<file path="src/rtl/echo_line_editor_macros.svh">
// Assertion macros for the line editor RTL (included by eled_emit).
`ifndef ECHO_LINE_EDITOR_MACROS_SVH
`define ECHO_LINE_EDITOR_MACROS_SVH
`ifndef ASSERT_OFF
// Same-cycle implication, checked on every rising edge outside reset.
`define ELE_ASSERT_IMP(label, ante, cons, msg) \
  label: assert property (@(posedge clk) disable iff (rst) (ante) |-> (cons)) else $error(msg);
// Next-cycle implication, checked on every rising edge outside reset.
`define ELE_ASSERT_NXT(label, ante, cons, msg) \
  label: assert property (@(posedge clk) disable iff (rst) (ante) |=> (cons)) else $error(msg);
`else
`define ELE_ASSERT_IMP(label, ante, cons, msg)
`define ELE_ASSERT_NXT(label, ante, cons, msg)
`endif
`endif

</file>
<file path="src/rtl/eled_pkg.sv">
// Types, constants and helpers for the echo line editor.
package eled_pkg;

  localparam int CHAR_W   = 8;
  localparam int PLAN_N   = 3;
  localparam int IDX_W    = 2;

  localparam logic [CHAR_W-1:0] MAX_LINE    = 8'd255;
  localparam logic [CHAR_W-1:0] LIMIT_RESET = 8'd127;

  localparam logic [CHAR_W-1:0] CH_BS    = 8'h08;
  localparam logic [CHAR_W-1:0] CH_DEL   = 8'h7F;
  localparam logic [CHAR_W-1:0] CH_SPACE = 8'h20;
  localparam logic [CHAR_W-1:0] CH_NL    = 8'h0A;
  localparam logic [CHAR_W-1:0] CH_CR    = 8'h0D;
  localparam logic [CHAR_W-1:0] CH_NUL   = 8'h00;

  // Register addresses on the configuration port
  localparam int PADDR_W = 2;
  localparam logic [PADDR_W-1:0] ADDR_LINE_LIMIT = 2'd0;

  typedef struct packed {
    logic [CHAR_W-1:0] char_in;
    logic              at_end;
  } in_t;

  typedef struct packed {
    logic              echo_valid;
    logic [CHAR_W-1:0] echo_char;
    logic              store_valid;
    logic [CHAR_W-1:0] store_index;
    logic [CHAR_W-1:0] store_char;
    logic              line_done;
    logic [CHAR_W-1:0] line_length;
    logic              end_of_input;
    logic              last;
  } out_t;

  // Decoded results of one input item, handed to the emitter
  typedef struct packed {
    logic                 valid;
    logic [IDX_W-1:0]     cnt;
    out_t [PLAN_N-1:0]    res;
  } plan_t;

  // Echo-only result
  function automatic out_t mk_echo(input logic [CHAR_W-1:0] ch, input logic lst);
    out_t r;
    r = '0;
    r.echo_valid = 1'b1;
    r.echo_char  = ch;
    r.last       = lst;
    return r;
  endfunction

  // Terminator write at a line's end or when the line fills
  function automatic out_t mk_term(input logic [CHAR_W-1:0] idx, input logic lst);
    out_t r;
    r = '0;
    r.store_valid = 1'b1;
    r.store_index = idx;
    r.store_char  = CH_NUL;
    r.last        = lst;
    return r;
  endfunction

endpackage

</file>
<file path="src/rtl/eled_front.sv">
// Input decode: line state, and the result plan for each accepted beat.
module eled_front import eled_pkg::*; (
  input  logic              clk,
  input  logic              rst,
  input  logic              in_valid,
  output logic              in_ready,
  input  in_t               in_data,
  input  logic [CHAR_W-1:0] line_limit,
  input  logic              take,
  output plan_t             plan
);

  logic [CHAR_W-1:0] line_position;
  logic [CHAR_W-1:0] line_position_next;
  logic              draining;
  logic              draining_next;
  plan_t             plan_next;

  logic [CHAR_W-1:0] lim;
  logic [CHAR_W-1:0] pos_inc;
  logic              pre_term;
  logic              end_line;
  logic              is_bs;
  logic              is_print;
  logic              accept;

  assign accept   = in_valid && in_ready;
  assign in_ready = !plan.valid || take;

  // Decode the beat against the current line state
  always_comb begin
    lim      = (line_limit < MAX_LINE) ? line_limit : MAX_LINE;
    pos_inc  = line_position + 8'd1;
    pre_term = !draining && (line_position >= lim);
    end_line = in_data.at_end || (in_data.char_in == CH_NL) || (in_data.char_in == CH_CR);
    is_bs    = (in_data.char_in == CH_BS) || (in_data.char_in == CH_DEL);
    is_print = (in_data.char_in >= CH_SPACE) && (in_data.char_in < CH_DEL);

    line_position_next = line_position;
    draining_next      = draining;
    plan_next          = '0;

    if (pre_term) begin
      // Line already full: terminate, then treat the beat as drained input
      plan_next.res[0] = mk_term(line_position, !end_line);
      if (end_line) begin
        plan_next.res[1]             = mk_echo(CH_NL, 1'b1);
        plan_next.res[1].line_done   = 1'b1;
        plan_next.res[1].line_length = line_position;
        plan_next.cnt                = 2'd2;
        line_position_next           = '0;
        draining_next                = 1'b0;
      end else begin
        plan_next.cnt = 2'd1;
        draining_next = 1'b1;
      end
    end else if (draining) begin
      if (end_line) begin
        plan_next.res[0]             = mk_echo(CH_NL, 1'b1);
        plan_next.res[0].line_done   = 1'b1;
        plan_next.res[0].line_length = line_position;
        plan_next.cnt                = 2'd1;
        line_position_next           = '0;
        draining_next                = 1'b0;
      end
    end else if (in_data.at_end) begin
      plan_next.res[0]              = mk_echo(CH_NL, 1'b1);
      plan_next.res[0].end_of_input = 1'b1;
      plan_next.cnt                 = 2'd1;
      line_position_next            = '0;
    end else if (end_line) begin
      // Newline or CR: echo, terminate and report the length
      plan_next.res[0]             = mk_term(line_position, 1'b1);
      plan_next.res[0].echo_valid  = 1'b1;
      plan_next.res[0].echo_char   = CH_NL;
      plan_next.res[0].line_done   = 1'b1;
      plan_next.res[0].line_length = line_position;
      plan_next.cnt                = 2'd1;
      line_position_next           = '0;
    end else if (is_bs) begin
      if (line_position != '0) begin
        plan_next.res[0]   = mk_echo(CH_BS, 1'b0);
        plan_next.res[1]   = mk_echo(CH_SPACE, 1'b0);
        plan_next.res[2]   = mk_echo(CH_BS, 1'b1);
        plan_next.cnt      = 2'd3;
        line_position_next = line_position - 8'd1;
      end
    end else if (is_print) begin
      plan_next.res[0]            = mk_echo(in_data.char_in, 1'b1);
      plan_next.res[0].store_valid = 1'b1;
      plan_next.res[0].store_index = line_position;
      plan_next.res[0].store_char  = in_data.char_in;
      plan_next.cnt                = 2'd1;
      line_position_next           = pos_inc;
      if (pos_inc >= lim) begin
        // Line just filled: add the terminator and start draining
        plan_next.res[0].last = 1'b0;
        plan_next.res[1]      = mk_term(pos_inc, 1'b1);
        plan_next.cnt         = 2'd2;
        draining_next         = 1'b1;
      end
    end
    plan_next.valid = (plan_next.cnt != '0);
  end

  // Advance state and load the plan on each accepted beat; clear it when taken
  always_ff @(posedge clk) begin
    if (rst) begin
      line_position <= '0;
      draining      <= 1'b0;
      plan          <= '0;
    end else if (accept) begin
      line_position <= line_position_next;
      draining      <= draining_next;
      plan          <= plan_next;
    end else if (take) begin
      plan.valid    <= 1'b0;
    end
  end

endmodule

</file>
<file path="src/rtl/eled_emit.sv">
// Result sequencer: sends the planned results one beat at a time.
`include "echo_line_editor_macros.svh"
module eled_emit import eled_pkg::*; (
  input  logic  clk,
  input  logic  rst,
  input  plan_t plan,
  output logic  take,
  output logic  out_valid,
  input  logic  out_ready,
  output out_t  out_data
);

  logic [IDX_W-1:0] idx;
  logic             load;
  logic             at_last;

  assign load    = !out_valid || out_ready;
  assign at_last = (idx == (plan.cnt - 2'd1));
  assign take    = plan.valid && load && at_last;

  // Step through the plan while the output register is free
  always_ff @(posedge clk) begin
    if (rst) begin
      idx       <= '0;
      out_valid <= 1'b0;
    end else if (plan.valid && load) begin
      out_valid <= 1'b1;
      idx       <= at_last ? '0 : idx + 2'd1;
    end else if (out_ready) begin
      out_valid <= 1'b0;
    end
  end

  // Output payload
  always_ff @(posedge clk) begin
    if (plan.valid && load) begin
      out_data <= plan.res[idx];
    end
  end

  `ELE_ASSERT_IMP(a_idx_in_plan, plan.valid, idx < plan.cnt, "result index past plan")
  `ELE_ASSERT_IMP(a_plan_nonempty, plan.valid, plan.cnt != 2'd0, "empty plan held")
  `ELE_ASSERT_IMP(a_idx_idle, !plan.valid, idx == '0, "index not rewound")
  `ELE_ASSERT_NXT(a_take_last, take, out_valid && out_data.last, "plan done without last")

endmodule

</file>
<file path="src/rtl/echo_line_editor.sv">
// Top level of the echo line editor: config register and the two stages.
//
// Line discipline with echo and backspace. Each input beat on in_valid /
// in_ready carries one received byte (char_in) or an end mark (at_end).
// Each output beat on out_valid / out_ready carries one result: an echo
// byte, a line store write, a line-done report or an end-of-input flag;
// the last result of an input beat has last set. An input causes 0 to 3
// results.
// Results pass through the plan register, then the output register. The
// output register takes one result per cycle while the receiver does not
// stall; a beat with no result loads no plan and leaves in_ready high.
// A new beat is accepted while the previous beat's last result still sits
// in the output register. When the receiver stalls, the output register
// holds and the decoded plan holds behind it, so in_ready drops.
// Reset (rst, synchronous) empties the line, leaves draining, clears both
// stages, sets line_limit to 127. The user must write line_limit over the
// APB port at address 0 only while the block is idle; it is not enforced.
module echo_line_editor import eled_pkg::*; (
  input  logic               clk,
  input  logic               rst,
  input  logic               in_valid,
  output logic               in_ready,
  input  in_t                in_data,
  output logic               out_valid,
  input  logic               out_ready,
  output out_t               out_data,
  input  logic               psel,
  input  logic               penable,
  input  logic               pwrite,
  input  logic [PADDR_W-1:0] paddr,
  input  logic [31:0]        pwdata,
  output logic [31:0]        prdata,
  output logic               pready
);

  logic [CHAR_W-1:0] line_limit;
  plan_t             plan;
  logic              take;

  assign pready = 1'b1;

  // Write the limit register on the access phase
  always_ff @(posedge clk) begin
    if (rst) begin
      line_limit <= LIMIT_RESET;
    end else if (psel && penable && pwrite && (paddr == ADDR_LINE_LIMIT)) begin
      line_limit <= pwdata[CHAR_W-1:0];
    end
  end

  // Read back the register
  always_comb begin
    prdata = '0;
    if (paddr == ADDR_LINE_LIMIT) begin
      prdata = {{(32-CHAR_W){1'b0}}, line_limit};
    end
  end

  eled_front u_front (
    .clk        (clk),
    .rst        (rst),
    .in_valid   (in_valid),
    .in_ready   (in_ready),
    .in_data    (in_data),
    .line_limit (line_limit),
    .take       (take),
    .plan       (plan)
  );

  eled_emit u_emit (
    .clk       (clk),
    .rst       (rst),
    .plan      (plan),
    .take      (take),
    .out_valid (out_valid),
    .out_ready (out_ready),
    .out_data  (out_data)
  );

endmodule

</file>
<file path="config.mk">
export PLATFORM = sky130hd
export DESIGN_NAME = echo_line_editor
export DESIGN_NICKNAME = d
export VERILOG_FILES = /design/src/rtl/eled_pkg.sv /design/src/rtl/eled_front.sv /design/src/rtl/eled_emit.sv /design/src/rtl/echo_line_editor.sv
export VERILOG_INCLUDE_DIRS = /design/src /design/src/rtl
export SDC_FILE = /design/constraint.sdc
export NUM_CORES = 1
export LEC_CHECK = 0
export ABC_AREA = 0
export BUFFER_PORTS_ARGS = -buffer_cell sky130_fd_sc_hd__buf_2
export CELL_PAD_IN_SITES_DETAIL_PLACEMENT = 1
export CELL_PAD_IN_SITES_GLOBAL_PLACEMENT = 1
export CORE_ASPECT_RATIO = 1.1
export CORE_UTILIZATION = 35
export DETAILED_ROUTE_END_ITERATION = 10
export PLACE_DENSITY_LB_ADDON = 0.08
export SLEW_MARGIN = 10
export SYNTH_ARGS = -nofsm -noshare
export SYNTH_HDL_FRONTEND = slang
export SYNTH_HIERARCHICAL = 1
export SYNTH_SLANG_ARGS = --single-unit
export TNS_END_PERCENT = 1
</file>
<file path="constraint.sdc">
create_clock -name clk -period 5.8 [get_ports clk]
set_input_delay 1.16 -clock clk [delete_from_list [all_inputs] [get_ports clk]]
set_output_delay 1.16 -clock clk [all_outputs]
set_load 0.01 [all_outputs]
</file>
# Word level (Yosys, flattened, before mapping)
# Index checks and enable logic that the tools add are counted.
word_totals:
  reg_bits: 171
  inputBits: 50
  out_inout_bits: 72
  word_cells: 132
classes:
  addsub: 4
  n_lt_le_gt_ge: 6
  n_eq_ne: 6
  mux: 49
  n_reduce_logical: 24
op_table:
  columns: ["operator", "n"]
  rows:
  - ["$mux 74", 6]
  - ["$mux 37", 7]
  - ["$mux 113", 1]
  - ["$mux 8", 10]
  - ["$bmux 37 s2", 1]
  - ["$mux 28", 1]
  - ["$eq 8x4->1 const B", 3]
  - ["$mux 2", 9]
  - ["$ge 8x8->1", 2]
  - ["$mux 1", 14]
  - ["$add 8x1->8 const B", 1]
  - ["$eq 8x7->1 const B", 1]
  - ["$ge 8x6->1 const B", 1]
  - ["$logic_and 1x1->1", 8]
  - ["$lt 8x7->1 const B", 1]
  - ["$lt 8x8->1 const B", 1]
  - ["$reduce_bool 8->1", 1]
  - ["$sub 8x1->8 const B", 1]
  - ["$ne 6x3->1 const B", 1]
  - ["$reduce_bool 2->1", 3]
  - ["$reduce_bool 6->1", 1]
  - ["$logic_or 1x1->1", 5]
  - ["$logic_not 1->1", 4]
  - ["$lt 2x3->1 const B", 1]
  - ["other kinds (5)", 5]

# Logic depth before layout (Yosys ltp)
depth:
  depth_word: 12
  ltp_mapped: 12
  mapped_depth_nobuf: 11

# By module
# Netlist, hierarchy kept.
modules_own_cells:
  columns: ["mod", "n_inst", "cells_each", "area_per_inst_um2", "seq_area_each_um2"]
  rows:
  - ["eled_front", 1, 419, 3629.7, 1281.2]
  - ["eled_emit", 1, 184, 2075.7, 1171.1]
  - ["echo_line_editor", 1, 71, 601.8, 160.2]

# Worst setup path after synthesis
# Ideal clock, no wire load.
synth_timing:
  kind: "input to register"
  startpoint: "in out_ready"
  endpoint: "reg, netlist name u_front/plan[31]"
  setup_ns: 0.117
  arrival_ns: 3.829
  required_time_ns: 5.683
  setup_slack_ns: 1.854
  stages: 9
  path_buffers: 2
  cell_sequence: "nand2b_1 -> and2_1 -> a21boi_1 -> nand2b_1 -> and2_1 -> clkbuf_1 -> nor2_1 -> clkbuf_1 -> a32o_1"
synth_between:
  elab_chain_len: 5
synth_rtl:
  columns: ["element", "line_no", "rtl"]
  rows:
  - ["from (decl)", "echo_line_editor.sv:25", "input logic out_ready,"]
  - ["$logic_or 1x1->1", "eled_emit.sv:17", "assign load = !out_valid || out_ready;"]
  - ["$logic_and 1x1->1 (2 in a row)", "eled_emit.sv:19", "assign take = plan.valid && load && at_last;"]
  - ["via take", "echo_line_editor.sv:38", "logic take;"]
  - ["$logic_or 1x1->1", "eled_front.sv:28", "assign in_ready = !plan.valid || take;"]
  - ["via in_ready", "echo_line_editor.sv:22", "output logic in_ready,"]
  - ["$logic_and 1x1->1", "eled_front.sv:27", "assign accept = in_valid && in_ready;"]
# The timed path passes the listed nets, and every way through them passes these cells.
# A chain may end at the register's enable or synchronous reset.

# Worst setup path after layout
layout_timing:
  startpoint: "reg u_front.line_position[0]"
  endpoint: "reg, netlist name u_front/plan[113]"
layout_between:
  elab_chain_len: 11
  elab_cells_between_ends: 15
  cone_classes: "1 x add/sub; 2 x order compare; 9 x mux; 3 x reduce/logical"
layout_rtl:
  columns: ["element", "line_no", "rtl"]
  rows:
  - ["from (decl)", "eled_front.sv:13", "logic [CHAR_W-1:0] line_position;"]
  - ["from (signal assigned)", "eled_front.sv:113", "line_position <= line_position_next;"]
  - ["$add 8x1->8", "eled_front.sv:33", "pos_inc = line_position + 8'd1;"]
  - ["$ge 8x8->1", "eled_front.sv:95", "if (pos_inc >= lim) begin"]
  - ["$mux 2", "eled_front.sv:95", null]
  - ["$mux 2", "eled_front.sv:88", "end else if (is_print) begin"]
  - ["$mux 2", "eled_front.sv:80", "end else if (is_bs) begin"]
  - ["$mux 2", "eled_front.sv:71", "end else if (end_line) begin"]
  - ["$mux 2", "eled_front.sv:66", "end else if (in_data.at_end) begin"]
  - ["$mux 2", "eled_front.sv:57", "end else if (draining) begin"]
  - ["$mux 2 (*)", "eled_front.sv:43", "if (pre_term) begin"]
  - ["$reduce_bool 2->1 (*)", "eled_front.sv:103", "plan_next.valid = (plan_next.cnt != '0);"]
  - ["$mux 1 (*)", "eled_front.sv:112", "end else if (accept) begin"]
# Mark *: on every way between the ends. The rest lies on a longest branch, timed or not.

==> results_dict.tcl <==
set metrics [dict create \
    maxCapViolCount 0 \
    synth_top_area_frac 0.238 \
    core_um2 17700 \
    startpoint_type "flop" \
    timing.critical_path.to_type "flop" \
    cts-root-buf "clkbuf_16" \
    synth_largest_area_cell "dfxtp_1" \
    fin_area_um2 6750 \
    status "complete, no violations" \
    finalHoldViolations 0 \
    async_reset_ff_frac 0 \
    grt_max_degree 51 \
    dp_hpwl_um 10900 \
    drive_gt1_frac 0.169 \
    critPathArrivalTime_ns 4.04 \
    fin_crit_ns 3.80 \
    globalRouteOverflowTotal 0 \
    hold_path_class "reg2reg" \
    cts_tree "built" \
    grt_pass1_wl_um 25000 \
    placed_cell_area_um2 6440 \
    drt-pass1-iter-count 4 \
    fp.dieW_um 130 \
    hp-start "u_front/plan[29]$_SDFFE_PP0P_" \
    vdd_drop_max_v 0.000127 \
    remaining_drc_errors 0 \
    setup_tns_ns 0 \
    htree_num_levels 3 \
    critPathMaxFanout 11 \
    nets 775 \
    p_leak_nw 2.76 \
    grt_pass1_vias 4798 \
    finClkSkew_ns 0.00695 \
    wl_per_cell_um 15.9 \
    viasPerCell 4.89 \
    rr_startpoint "u_front/line_position[0]$_SDFFE_PP0P_" \
    io_buffers 72 \
    clk_latency_ns 0.35 \
    cts_resized 0 \
    power.density_nw_per_um2 257 \
    critPathMaxStageDelay_ns 0.59 \
    syn_to_final_growth_pct 7.02 \
    tightestPinTransition_ns 0.700 \
    avgSynthCellArea_um2 9.36 \
    syn_inst 674 \
    rsz0062_at_grt "false" \
    synth_edf_count 37 \
    drt_iter0_drc 207 \
    die_y_um 143 \
    post_cts_buffers 0 \
    syn_area_um2 6310 \
    crit_path_top_delay_cell "dfxtp_1" \
    dp_worst_setup_slack_ns 2.02 \
    io_pins 122 \
    antenna_found_initial 0 \
    fmax_mhz 263 \
    yosys_register_bits 112 \
    grt_util_all_layers 0.175 \
    antennaDiodeCount 0 \
    worstSetupPathType "reg2reg" \
    r2r-end "u_front/plan[113]$_SDFFE_PP0P_" \
    synth_seq_area_share 0.414 \
    min_delay_worst_endpoint "u_front/plan[29]$_SDFFE_PP0P_" \
    critPathLaunch "u_front/line_position[0]$_SDFFE_PP0P_" \
    finalMaxSlewViolations 0 \
    antenna_left 0 \
    cts.sinks 112 \
    postLayoutCoreUtil 0.382 \
    r2r_slack_ns 2.00 \
    cts_hold_buffers 0 \
    slew_headroom 0.533 \
    rows 51 \
    clk_pin_slew_ns 0.07 \
    layout_commonest_cell "dfxtp_1" \
    setup_viol 0 \
    netlist_top_cells_area "dfxtp_1, edfxtp_1, buf_4" \
    ys_types 69 \
    place_congestion 0.801 \
    setup_ws_ns 2.00 \
    holdPathStages 2 \
    cts_buffer_depth 2 \
    routed_wl_um 15100 \
    r2r_cells 11 \
    numCtsBuffers 9 \
    fp.dieArea_um2 18600 \
    required_ns 6.04 \
    fin_crit_sh 0.655 \
    ys_warn_count 6 \
    vias 4652 \
    layout_common_cells "dfxtp_1, conb_1, buf_2" \
    ys.flop_type "dfxtp_1" \
    power_mw 1.73 \
    path_cells "ha_1, nand3_1, nor3_1, xor2_1, ha_1, and3_1, a221o_1, a21oi_1, nand2_1, a211o_1, a211o_1" \
    start_util 0.357 \
]
[per-stage QoR]
stage	hold slack, ns	std cells
2_1_floorplan	0.431	744
3_3_place_gp	0.446	936
3_5_place_dp	0.447	936
4_1_cts	0.455	952
5_1_grt	0.465	952
6_report	0.455	952
[flip-flops by register name, summed over array words and instances, names as in the netlist]
name / cells
line_limit: 8
u_emit/idx: 2
u_emit/out_data: 37
u_emit/out_valid: 1
u_front/draining: 1
u_front/line_position: 8
u_front/plan: 55
[metal layers]
layer,global-route usage,share of wire,wire (µm)
met5,0,0,0
met4,0.0532,0.011,173
met3,0.0288,0.027,406
met1,0.215,0.46,7020
met2,0.310,0.50,7530
[power breakdown]
part           internal [mW]  total [mW]  leakage (nW)  switching (mW)
registers              0.850       0.867         0.961          0.0165
clock network          0.357       0.643         0.142           0.286
logic                 0.0789       0.223          1.66           0.144
[kinds of logic (layout without fill, tap and decap cells)]
group	count (synthesis)	after routing	share of synthesized area
AO/OA/AOI/OAI	152	152	0.166
XOR/XNOR	9	9	0.0125
adder cells (fa/ha/maj)	16	16	0.0317
buffers and inverters	147	117	0.147
flip-flops	112	112	0.414
multiplexers	52	52	0.0837
other	3	73	0.00179
AND/OR/NAND/NOR	183	183	0.142
[cell usage after synthesis (3+ instances only)]
master,instances
buf_2,12
xor2_1,4
nand2_1,59
nand4_1,7
edfxtp_1,37
a22o_1,16
nor4_1,3
and2_1,6
nor2_1,53
mux2i_1,49
a22oi_1,14
a32oi_1,8
o31ai_1,5
a21o_1,5
a31oi_1,4
dfxtp_1,75
clkbuf_1,24
nor3_1,6
xnor2_1,5
dlygate4sd1_1,3
ha_1,16
and2_2,8
o21ai_0,10
inv_1,21
and3_1,4
a21oi_1,23
nand3_1,8
conb_1,3
a211o_1,3
o21ai_1,37
o211ai_1,3
buf_4,84
nand2b_1,11
[cell type report]
class | count | area, µm²
inverter | 21 | 78.8
clock inverter | 6 | 56.3
timing repair buffer | 80 | 420
tap | 238 | 298
sequential | 112 | 2610
multi-input combinational | 485 | 3030
clock buffer | 10 | 250
fill | 2108 | 10900
[how the worst max path moves through the flow]
| stage | endpoint |
|---|---|
| 6_report | u_front/plan[113]$_SDFFE_PP0P_ |
| 5_1_grt | u_front/plan[113]$_SDFFE_PP0P_ |
| 4_1_cts | u_front/plan[113]$_SDFFE_PP0P_ |
| 3_5_place_dp | u_front/plan[113]$_SDFFE_PP0P_ |
| 3_3_place_gp | u_front/plan[113]$_SDFFE_PP0P_ |
| 2_1_floorplan | u_front/plan[31]$_SDFFE_PP0P_ |
[worst max-delay path, delay by kind of cell (launching register included)]
kind	cells	cell delay [ns]
xor gates and xnor gates	1	0.41
and+or+nand+nor	4	0.83
AOI/OAI and AO/OA	4	1.23
adders and majority gates	2	0.61
DFF	1	0.59
Note: power is estimated with default switching activity, not from simulation.
